File: src/design/dbq_pkg.sv
`timescale 1ns / 1ps
`default_nettype none
// ----------------------------------------------------------------------------
// dbq_pkg: shared types, constants and ring helpers for the double-ended queue
// Port payload types, operation and status codes, storage geometry.
// ----------------------------------------------------------------------------
package dbq_pkg;

    // Storage geometry
    localparam int DEPTH      = 64;
    localparam int WORD_WIDTH = 32;
    localparam int PTR_W      = $clog2(DEPTH);
    localparam int CNT_W      = $clog2(DEPTH + 1);

    // Fixed port field widths
    localparam int FIELD_W  = 32;
    localparam int OPCODE_W = 3;
    localparam int POS_W    = 6;
    localparam int OCC_W    = 7;
    localparam int STATUS_W = 2;

    typedef logic signed [FIELD_W-1:0] field_word_t;
    typedef logic [OPCODE_W-1:0]       opcode_t;
    typedef logic [POS_W-1:0]          position_t;
    typedef logic [OCC_W-1:0]          occupancy_t;
    typedef logic [STATUS_W-1:0]       status_t;

    typedef logic [PTR_W-1:0]          ptr_t;
    typedef logic [CNT_W-1:0]          cnt_t;
    typedef logic [WORD_WIDTH-1:0]     slot_word_t;

    // Operation codes
    localparam opcode_t OP_PUSH_FRONT = 3'd0;
    localparam opcode_t OP_PUSH_BACK  = 3'd1;
    localparam opcode_t OP_POP_FRONT  = 3'd2;
    localparam opcode_t OP_POP_BACK   = 3'd3;
    localparam opcode_t OP_READ       = 3'd4;

    // Status codes
    localparam status_t ST_OK    = 2'd0;
    localparam status_t ST_FULL  = 2'd1;
    localparam status_t ST_EMPTY = 2'd2;
    localparam status_t ST_RANGE = 2'd3;

    // Slot at a distance from base, wrapping at DEPTH (off stays below DEPTH)
    function automatic ptr_t ring_add(input ptr_t base, input ptr_t off);
        logic [PTR_W:0] sum;
        sum = {1'b0, base} + {1'b0, off};
        if (sum >= (PTR_W + 1)'(DEPTH)) begin
            sum = sum - (PTR_W + 1)'(DEPTH);
        end
        return sum[PTR_W-1:0];
    endfunction

    // Slot just before base, wrapping at DEPTH
    function automatic ptr_t ring_dec(input ptr_t base);
        ptr_t res;
        if (base == '0) begin
            res = PTR_W'(DEPTH - 1);
        end else begin
            res = base - PTR_W'(1);
        end
        return res;
    endfunction

endpackage
`default_nettype wire

File: src/design/double_ended_queue.sv
`timescale 1ns / 1ps
`default_nettype none
// ----------------------------------------------------------------------------
// double_ended_queue: bounded deque of 32-bit words in a ring buffer
// One word in, one result word out per operation; storage in a dual-read RAM.
// ----------------------------------------------------------------------------
// Each input word carries one operation (push front, push back, pop front,
// pop back, read at position) and yields exactly one result word holding the
// front and back elements, the occupancy and empty flag after the operation,
// the word read for a read, and a status (ok, push dropped when full, pop on
// empty ignored, position out of range). Elements live in a 64-entry RAM with
// one write port and two registered read ports; the head slot and the count
// sit in registers. An operation goes through these steps in order: accept
// and update (including the RAM write for a push), read front and back
// through both ports, read the addressed element, then load the result
// register. The result register parts the two sides: the next word is
// accepted while a finished result still waits for m_ready, and the final
// step waits only if that register is still occupied. The RAM needs no
// clearing after reset, since only live slots are ever reported.
// ----------------------------------------------------------------------------
module double_ended_queue (
    input  wire logic                 aclk,
    input  wire logic                 aresetn,
    // input word channel
    input  wire logic                 s_valid,
    output logic                      s_ready,
    input  wire dbq_pkg::opcode_t     s_opcode,
    input  wire dbq_pkg::field_word_t s_value,
    input  wire dbq_pkg::position_t   s_position,
    // result word channel
    output logic                      m_valid,
    input  wire logic                 m_ready,
    output dbq_pkg::field_word_t      m_front_word,
    output dbq_pkg::field_word_t      m_back_word,
    output dbq_pkg::field_word_t      m_read_word,
    output dbq_pkg::occupancy_t       m_occupancy,
    output logic                      m_is_empty,
    output dbq_pkg::status_t          m_status
);
    import dbq_pkg::*;

    // Sequencer states
    localparam logic [1:0] S_IDLE = 2'd0;  // wait for a word, update pointers
    localparam logic [1:0] S_FB   = 2'd1;  // issue front/back reads
    localparam logic [1:0] S_RD   = 2'd2;  // capture front/back, issue position read
    localparam logic [1:0] S_OUT  = 2'd3;  // load the result register

    // Control state
    logic [1:0] state_reg, state_next;
    ptr_t       head_reg, head_next;
    cnt_t       count_reg, count_next;
    logic       m_valid_reg, m_valid_next;

    // Per-operation context (payload, no reset)
    status_t    status_reg, status_next;
    logic       rd_ok_reg, rd_ok_next;
    ptr_t       pos_reg, pos_next;
    slot_word_t front_q_reg, front_q_next;
    slot_word_t back_q_reg, back_q_next;

    // Result register
    field_word_t front_out_reg, front_out_next;
    field_word_t back_out_reg, back_out_next;
    field_word_t read_out_reg, read_out_next;
    occupancy_t  occ_out_reg, occ_out_next;
    logic        empty_out_reg, empty_out_next;
    status_t     status_out_reg, status_out_next;

    // RAM ports
    logic       ram_we;
    ptr_t       ram_waddr;
    slot_word_t ram_wdata;
    ptr_t       ram_raddr_a, ram_raddr_b;
    slot_word_t ram_rdata_a, ram_rdata_b;

    logic is_full;
    logic is_none;
    logic accept;
    logic out_free;

    dbq_ram #(
        .WIDTH (WORD_WIDTH),
        .DEPTH (DEPTH)
    ) u_slots (
        .clk     (aclk),
        .we      (ram_we),
        .waddr   (ram_waddr),
        .wdata   (ram_wdata),
        .raddr_a (ram_raddr_a),
        .rdata_a (ram_rdata_a),
        .raddr_b (ram_raddr_b),
        .rdata_b (ram_rdata_b)
    );

    assign s_ready  = (state_reg == S_IDLE);
    assign accept   = s_valid && s_ready;
    assign out_free = !m_valid_reg || m_ready;
    assign is_full  = (count_reg == CNT_W'(DEPTH));
    assign is_none  = (count_reg == '0);

    // Port A reads the front slot in S_FB, else the addressed slot.
    // Port B always follows the back slot.
    assign ram_raddr_a = (state_reg == S_FB) ? head_reg : ring_add(head_reg, pos_reg);
    assign ram_raddr_b = ring_add(head_reg, PTR_W'(count_reg - CNT_W'(1)));
    assign ram_wdata   = WORD_WIDTH'(s_value);

    always_comb begin
        state_next      = state_reg;
        head_next       = head_reg;
        count_next      = count_reg;
        m_valid_next    = m_valid_reg;
        status_next     = status_reg;
        rd_ok_next      = rd_ok_reg;
        pos_next        = pos_reg;
        front_q_next    = front_q_reg;
        back_q_next     = back_q_reg;
        front_out_next  = front_out_reg;
        back_out_next   = back_out_reg;
        read_out_next   = read_out_reg;
        occ_out_next    = occ_out_reg;
        empty_out_next  = empty_out_reg;
        status_out_next = status_out_reg;
        ram_we          = 1'b0;
        ram_waddr       = ring_dec(head_reg);

        // Drop the result once the consumer takes it
        if (m_valid_reg && m_ready) begin
            m_valid_next = 1'b0;
        end

        case (state_reg)
            S_IDLE: begin
                if (accept) begin
                    status_next = ST_OK;
                    rd_ok_next  = 1'b0;
                    pos_next    = PTR_W'(s_position);
                    state_next  = S_FB;
                    case (s_opcode)
                        OP_PUSH_FRONT: begin
                            if (is_full) begin
                                status_next = ST_FULL;
                            end else begin
                                // Write just ahead of the head and move it
                                ram_we     = 1'b1;
                                ram_waddr  = ring_dec(head_reg);
                                head_next  = ring_dec(head_reg);
                                count_next = count_reg + CNT_W'(1);
                            end
                        end
                        OP_PUSH_BACK: begin
                            if (is_full) begin
                                status_next = ST_FULL;
                            end else begin
                                ram_we     = 1'b1;
                                ram_waddr  = ring_add(head_reg, PTR_W'(count_reg));
                                count_next = count_reg + CNT_W'(1);
                            end
                        end
                        OP_POP_FRONT: begin
                            if (is_none) begin
                                status_next = ST_EMPTY;
                            end else begin
                                head_next  = ring_add(head_reg, PTR_W'(1));
                                count_next = count_reg - CNT_W'(1);
                            end
                        end
                        OP_POP_BACK: begin
                            if (is_none) begin
                                status_next = ST_EMPTY;
                            end else begin
                                count_next = count_reg - CNT_W'(1);
                            end
                        end
                        OP_READ: begin
                            if (32'(s_position) >= 32'(count_reg)) begin
                                status_next = ST_RANGE;
                            end else begin
                                rd_ok_next = 1'b1;
                            end
                        end
                        default: begin
                            // unused codes leave the queue as is
                        end
                    endcase
                end
            end
            S_FB: begin
                state_next = S_RD;
            end
            S_RD: begin
                front_q_next = ram_rdata_a;
                back_q_next  = ram_rdata_b;
                state_next   = S_OUT;
            end
            S_OUT: begin
                // Hold here while the previous result is still waiting
                if (out_free) begin
                    front_out_next  = is_none ? '0 : FIELD_W'(front_q_reg);
                    back_out_next   = is_none ? '0 : FIELD_W'(back_q_reg);
                    read_out_next   = rd_ok_reg ? FIELD_W'(ram_rdata_a) : '0;
                    occ_out_next    = OCC_W'(count_reg);
                    empty_out_next  = is_none;
                    status_out_next = status_reg;
                    m_valid_next    = 1'b1;
                    state_next      = S_IDLE;
                end
            end
            default: begin
                state_next = S_IDLE;
            end
        endcase
    end

    always_ff @(posedge aclk) begin
        if (!aresetn) begin
            state_reg   <= S_IDLE;
            head_reg    <= '0;
            count_reg   <= '0;
            m_valid_reg <= 1'b0;
        end else begin
            state_reg   <= state_next;
            head_reg    <= head_next;
            count_reg   <= count_next;
            m_valid_reg <= m_valid_next;
        end
    end

    always_ff @(posedge aclk) begin
        status_reg     <= status_next;
        rd_ok_reg      <= rd_ok_next;
        pos_reg        <= pos_next;
        front_q_reg    <= front_q_next;
        back_q_reg     <= back_q_next;
        front_out_reg  <= front_out_next;
        back_out_reg   <= back_out_next;
        read_out_reg   <= read_out_next;
        occ_out_reg    <= occ_out_next;
        empty_out_reg  <= empty_out_next;
        status_out_reg <= status_out_next;
    end

    assign m_valid      = m_valid_reg;
    assign m_front_word = front_out_reg;
    assign m_back_word  = back_out_reg;
    assign m_read_word  = read_out_reg;
    assign m_occupancy  = occ_out_reg;
    assign m_is_empty   = empty_out_reg;
    assign m_status     = status_out_reg;

endmodule
`default_nettype wire

File: src/design/dbq_ram.sv
`timescale 1ns / 1ps
`default_nettype none
// ----------------------------------------------------------------------------
// dbq_ram: generic synchronous RAM, one write port, two registered read ports
// Read data appears in the cycle after the address; a read in the cycle after a
// write to the same entry returns the new word.
// ----------------------------------------------------------------------------
module dbq_ram #(
    parameter int WIDTH = 32,
    parameter int DEPTH = 64
) (
    input  wire logic                     clk,
    input  wire logic                     we,
    input  wire logic [$clog2(DEPTH)-1:0] waddr,
    input  wire logic [WIDTH-1:0]         wdata,
    input  wire logic [$clog2(DEPTH)-1:0] raddr_a,
    output logic      [WIDTH-1:0]         rdata_a,
    input  wire logic [$clog2(DEPTH)-1:0] raddr_b,
    output logic      [WIDTH-1:0]         rdata_b
);

    logic [WIDTH-1:0] mem_array [DEPTH];

    always_ff @(posedge clk) begin
        if (we) begin
            mem_array[waddr] <= wdata;
        end
        rdata_a <= mem_array[raddr_a];
        rdata_b <= mem_array[raddr_b];
    end

endmodule
`default_nettype wire

File: config.mk
export PLATFORM = sky130hd
export DESIGN_NAME = double_ended_queue
export DESIGN_NICKNAME = d
export VERILOG_FILES = /design/src/design/dbq_pkg.sv /design/src/design/double_ended_queue.sv /design/src/design/dbq_ram.sv
export SDC_FILE = /design/constraint.sdc
export NUM_CORES = 2
export LEC_CHECK = 0
export BUFFER_PORTS_ARGS = -buffer_cell sky130_fd_sc_hd__buf_4
export CORE_ASPECT_RATIO = 1.5
export CORE_MARGIN = 1.5
export CORE_UTILIZATION = 60
export DETAILED_ROUTE_END_ITERATION = 8
export HOLD_SLACK_MARGIN = 0.03
export PLACE_DENSITY = 0.76
export SETUP_SLACK_MARGIN = 0.15
export SYNTH_ARGS = -nofsm -noshare
export SYNTH_HDL_FRONTEND = slang
export SYNTH_SLANG_ARGS = --single-unit
File: constraint.sdc
create_clock -name aclk -period 11.2 [get_ports aclk]
set_input_delay 1.12 -clock aclk [delete_from_list [all_inputs] [get_ports aclk]]
set_output_delay 1.12 -clock aclk [all_outputs]
set_load 0.005 [all_outputs]
# --- Word-level counts from Yosys, hierarchy flattened ---
# Memory sizes are Yosys's and may differ from the RTL's. A register that Yosys moved wholly into a read port is not among the register bits.
# Cells that the tools add are included.
op_classes:
  n_addsub: 11
  magnitude_cmp: 5
  eq_ne: 14
  mux: 33
  n_reduce_logical: 17
ops:
  columns: ["operator", "n"]
  rows:
  - ["6-bit two-way mux", 12]
  - ["6-bit by 1-bit subtractor with 6-bit output, second input constant", 5]
  - ["7-bit greater-or-equal comparator, second input constant", 4]
  - ["6-bit by 6-bit adder with 7-bit output", 3]
  - ["7-bit two-way mux", 2]
  - ["7-bit one-hot mux with 2 select lines", 1]
  - ["6-bit one-hot mux with 2 select lines", 1]
  - ["1-bit two-way mux", 11]
  - ["2-bit inequality test, second input constant", 5]
  - ["5-bit AND reduction", 2]
  - ["2-bit two-way mux", 4]
  - ["2-bit one-hot mux with 4 select lines", 1]
  - ["6-bit by 1-bit adder with 7-bit output, second input constant", 1]
  - ["7-bit by 1-bit adder with 7-bit output, second input constant", 1]
  - ["7-bit equality test, second input constant", 1]
  - ["6-bit by 7-bit greater-or-equal comparator with 1-bit output", 1]
  - ["7-bit logical NOT", 1]
  - ["7-bit by 1-bit subtractor with 7-bit output, second input constant", 1]
  - ["3-bit by 2-bit equality test with 1-bit output, second input constant", 2]
  - ["6-bit logical NOT", 1]
  - ["2-bit one-hot mux with 3 select lines", 1]
  - ["2-bit AND reduction", 3]
  - ["2-bit equality test, second input constant", 2]
  - ["2-bit nonzero test", 2]
  - ["10 further kinds", 12]
word_totals:
  register_bits: 195
  mem_bits_rw: 2048
  input_bits: 45
  output_inout_bits: 108
  elab_cells: 96
  mem_count: 1
mem_list:
  columns: ["name", "depth", "word_bits", "rd", "rd_ports_with_merged_regs", "write_ports", "line", "source"]
  rows:
  - ["u_slots.mem_array", 64, 32, 2, 2, 1, "dbq_ram.sv:22", "logic [WIDTH-1:0] mem_array [DEPTH];"]

# --- Depth between registers and ports, before layout ---
logic_depth:
  ltp_word: 7
  mapped_depth: 13
  depth_no_buf: 11

# --- Hierarchy ---
# From an unflattened synthesis, not the netlist that was laid out.
hier_totals:
  hier_cells: 4976
  hier_area_um2: 103874.6
modules_own_cells:
  columns: ["mod", "instances", "cells_per_inst", "area_each_um2", "seq_area_each_um2"]
  rows:
  - ["dbq_ram", 1, 4409, 95715.5, 62780.2]
  - ["double_ended_queue", 1, 567, 8159.1, 5695.5]

# --- Worst setup path before layout ---
# Ideal clock, no wire load.
synth_path:
  path_kind: "input -> register"
  from: "input m_ready"
  to: "register back_out_reg[0], in the netlist m_back_word[0] (enable)"
  setup_time_ps: 584
  t_arrival_ps: 5867
  required_ps: 10616
  slack_ps: 4749
  path_stages: 2
  path_buffers: 0
  cell_sequence: "nor2b_1 nor2b_1"
synth_via:
  elab_chain_cells: 2
synth_rtl:
  columns: ["item", "line", "source"]
  rows:
  - ["from (decl)", "double_ended_queue.sv:32", "input wire logic m_ready,"]
  - ["1-bit logical OR", "double_ended_queue.sv:97", "assign out_free = !m_valid_reg || m_ready;"]
  - ["2-bit AND reduction (no line)", null, null]
  - ["to (signal assigned)", "double_ended_queue.sv:235", "back_out_reg <= back_out_next;"]
  - ["to (decl)", "double_ended_queue.sv:63", "field_word_t back_out_reg, back_out_next;"]
# No other way between the ends.
# A chain may end at the register's enable or synchronous reset.

# --- Worst setup path in the final report ---
layout_path:
  from: "register head_reg[0]"
  to: "register u_slots.rdata_a[10], read port of u_slots.mem_array"
layout_via:
  elab_chain_cells: 4
  elab_cells_between_ends: 5
  classes_between: "2 x add/sub; 1 x order compare; 2 x mux"
layout_rtl:
  columns: ["item", "line", "source"]
  rows:
  - ["from (decl)", "double_ended_queue.sv:50", "ptr_t head_reg, head_next;"]
  - ["from (signal assigned)", "double_ended_queue.sv:222", "head_reg <= head_next;"]
  - ["6-bit by 6-bit adder with 7-bit output", "dbq_pkg.sv:48", "sum = {1'b0, base} + {1'b0, off};"]
  - ["6-bit by 1-bit subtractor with 6-bit output or 7-bit greater-or-equal comparator (tied branches)", "dbq_pkg.sv:50, dbq_pkg.sv:49", null]
  - ["6-bit two-way mux", "dbq_pkg.sv:49", "if (sum >= (PTR_W + 1)'(DEPTH)) begin"]
  - ["6-bit two-way mux *", "double_ended_queue.sv:103", "assign ram_raddr_a = (state_reg == S_FB) ? head_reg : ring_add(head_reg, pos_reg);"]
  - ["to (decl)", "dbq_ram.sv:17", "output logic [WIDTH-1:0] rdata_a,"]
# Every way passes the cells marked *; elsewhere a longest branch is shown, timed or not.

==> flow_metrics.py <==
metrics = {
    "sta": {
        "report.final.hold_viol_count": 0,
        "post-route-min-period_ns": 5.98,
        "worst_slew_pin_slew_ns": 1.31,
        "report.final.slew_viol_count": 0,
        "max_freq_mhz": 167,
        "rsz0062_at_grt": "false",
        "min_period_over_period": 0.534,
        "relSlewSlack": 0.129,
        "fin_setup_tns_ns": 0,
        "setup-violations-final": 0,
        "fin_skew_ns": 0.0340,
    },
    "route": {
        "vias": 56500,
        "drc": 3,
        "drtIter0Drc": 8895,
        "post_drt_wl_per_cell_um": 40.5,
        "wl_mm": 296,
        "drt.antenna.violating_nets": 0,
        "dr.pass1.iters": 9,
        "via_per_inst": 7.73,
    },
    "synth": {
        "synth.distinct_cells": 58,
        "yosysWarnings": 0,
        "synth_fp_nets": 4823,
        "ys_ff_latch": 2307,
        "netlist_area_um2": 103000,
        "ys.flop_type": "edfxtp_1",
        "synth_edf_count": 2227,
        "synth_area_per_cell_um2": 21.7,
        "ys_async_sr_fraction": 0,
        "syn_inst": 4744,
        "ys_seq_area_frac": 0.665,
    },
    "power_and_ir_drop": {
        "ir_drop_mv": 0.328,
        "p_leak_nw": 35.8,
        "power_density_nw_per_um2": 259,
        "finalPower_mw": 29.5,
    },
    "floorplan": {
        "dieArea_um2": 174000,
        "io_pins": 153,
        "rows": 186,
        "start_util": 0.603,
        "core-area_um2": 171000,
        "die_h_um": 510,
        "die_x_um": 341,
    },
    "clocking": {
        "clockBufferDepth": 3,
        "cts_buffers": 199,
        "cts_root_buf": "clkbuf_16",
        "postCtsHoldBufs": 0,
        "h-tree-depth": 4,
        "clock_sinks": 2307,
        "clock_latency_ns": 0.86,
        "post_cts_buffers": 0,
        "ctsResizeCount": 0,
        "clkTransAtPathRegs_ns": 0.06,
        "cts_tree": "yes",
    },
    "cells_and_area": {
        "nets": 4955,
        "layout.cells.non_filler": 7309,
        "final_area_um2": 114000,
        "fill_cells": 10600,
        "multiInputGateArea_um2": 33500,
        "layout-drive-gt1-share": 0.369,
        "area_growth_pct": 10.6,
        "seq_area_um2": 68500,
        "regMostFlops": "u_slots.mem_array",
        "largest_register_ffs": 2048,
    },
    "status": {
        "violations": "design-rule violations",
        "outcome": "complete, but fails checks",
    },
    "setup_path": {
        "reg2reg_from": "head_reg[0]$_SDFFE_PN0P_",
        "crit_path_end_kind": "flop",
        "worstPathArrival_ns": 6.76,
        "cp_num_buf_inv": 4,
        "crit_required_ns": 11.99,
        "r2r_setup_slack_ns": 5.22,
        "slowest_delay_ns": 0.79,
        "critPathSlowestCell": "nor3_4",
        "cp_common_cell": "buf_4",
        "cp_top_family": "buffers and inverters",
        "cp-startpoint": "head_reg[0]$_SDFFE_PN0P_",
        "crit_path_cell_trace": "ha_1, fa_1, xnor2_1, o21ai_4, buf_4, buf_4, nor3_4, buf_4, buf_4, a22o_1, a221oi_1, mux2i_1, mux2_2",
        "crit_path_start_kind": "flop",
        "crit_type": "flop to flop",
        "r2r_cells": 13,
        "crit_path_max_fanout": 36,
        "worst_r2r_endpoint": "u_slots.rdata_a[10]$_DFF_P_",
    },
    "placed_design": {
        "gp_congestion": 0.884,
        "placedCellCount": 6931,
        "port_buffers": 152,
        "hpwl_mm": 156,
        "placed_area_um2": 107000,
    },
    "global_route": {
        "grt_pass1_wl_mm": 415,
        "antenna_found_initial": 18,
        "track_usage": 0.344,
        "grt_pass1_vias": 56800,
        "overflow": 0,
        "grt_max_degree": 151,
    },
    "min_path": {
        "whs_path_depth": 0,
        "holdCritStartpoint": "u_slots.rdata_b[1]$_DFF_P_",
        "hp-class": "flop to flop",
        "hold_end": "back_q_reg[1]$_DFFE_PP_",
    },
    "flow_run": {
        "max_cap_viol_count": 0,
    },
}
## power by group
group          switching [mW]  internal, mW  total, mW  leakage (nW)
clock                    3.12          3.91       7.03          3.22
combinational            6.90          5.50       12.4          11.8
sequential              0.203          9.88       10.1          20.7
total                    10.2          19.3       29.5          35.8
## layout make-up
class | instances | share of cell area
timing repair buffer | 287 | 0.0202
multi-input combinational | 2057 | 0.294
antenna | 3 | 0.0000659
sequential | 2307 | 0.601
clock inverter | 109 | 0.0106
clock buffer | 266 | 0.0476
inverter | 24 | 0.000791
tap | 2256 | 0.0248
## how the worst max path moves through the flow
stage	endpoint	slack [ns]	cells after the start
6_report	u_slots.rdata_a[10]$_DFF_P_	5.22	13
5_1_grt	u_slots.rdata_b[11]$_DFF_P_	5.09	9
4_1_cts	u_slots.rdata_b[11]$_DFF_P_	5.34	10
3_5_place_dp	u_slots.rdata_b[11]$_DFF_P_	5.33	10
3_3_place_gp	u_slots.rdata_b[11]$_DFF_P_	5.33	10
2_1_floorplan	m_back_word[0]$_SDFFCE_PP0P_	4.75	2
## cells in the mapped netlist (all sizes together) (2+ instances only)
cell | instances | area share
edfxtp | 2227 | 0.65
mux4 | 1152 | 0.25
buf | 179 | 0.0091
clkbuf | 177 | 0.0065
a221oi | 130 | 0.011
a22o | 128 | 0.011
mux2i | 101 | 0.0099
and2 | 99 | 0.0060
nor2 | 94 | 0.0034
dfxtp | 80 | 0.016
a21oi | 60 | 0.0029
nor2b | 38 | 0.0023
nand2 | 37 | 0.0013
a211oi | 35 | 0.0026
mux2 | 35 | 0.0039
ha | 31 | 0.0038
inv | 24 | 0.00087
xnor2 | 19 | 0.0016
o21ai | 13 | 0.00067
nor3 | 11 | 0.00068
a21o | 8 | 0.00058
nand2b | 7 | 0.00043
nand3 | 6 | 0.00029
xor2 | 6 | 0.00051
and3 | 4 | 0.00024
o21bai | 4 | 0.00029
a22oi | 3 | 0.00022
fa | 3 | 0.00058
nor3b | 3 | 0.00022
o22ai | 3 | 0.00018
or3 | 3 | 0.00018
nand3b | 2 | 0.00015
nor4b | 2 | 0.00017
o211ai | 2 | 0.00015
o31a | 2 | 0.00017
o32ai | 2 | 0.00017
## logic make-up after synthesis
| family | share of synthesized area |
|---|---|
| mux | 0.266 |
| flops | 0.665 |
| fa+ha+maj | 0.00435 |
| compound gates | 0.0307 |
| simple gates | 0.0157 |
| xor+xnor | 0.00213 |
| buf+inv | 0.0164 |
## cell usage in the layout (no fill, tap or decap), drive strengths merged, types with 12 or more instances in the layout
cell,n
a21oi,60
ha,31
mux2i,101
mux2,35
inv,35
clkbuf,266
clkinv,65
xnor2,19
dfxtp,80
a211oi,35
and2,99
o21ai,13
a22o,128
mux4,1152
edfxtp,2227
nand2,37
nor2,94
clkinvlp,12
bufinv,21
a221oi,130
buf,287
nor2b,38
## layer usage
layer | vias up | part of all wire | global-route usage
li1 | 21200 | - | -
met1 | 29800 | 0.32 | 0.441
met2 | 4595 | 0.49 | 0.557
met3 | 931 | 0.13 | 0.0858
met4 | 18 | 0.056 | 0.168
met5 | - | 0.00040 | 0
## metrics by stage
stage               utilization  hold slack [ns]  setup WS [ns]
finish                    0.666            0.403           5.22
CTS                       0.666            0.404           5.34
global placement          0.628            0.390           5.33
global route              0.666            0.411           5.09
detailed placement        0.628            0.389           5.33
floorplan                     -            0.386           4.75
Power figures use the tool's default switching activity.
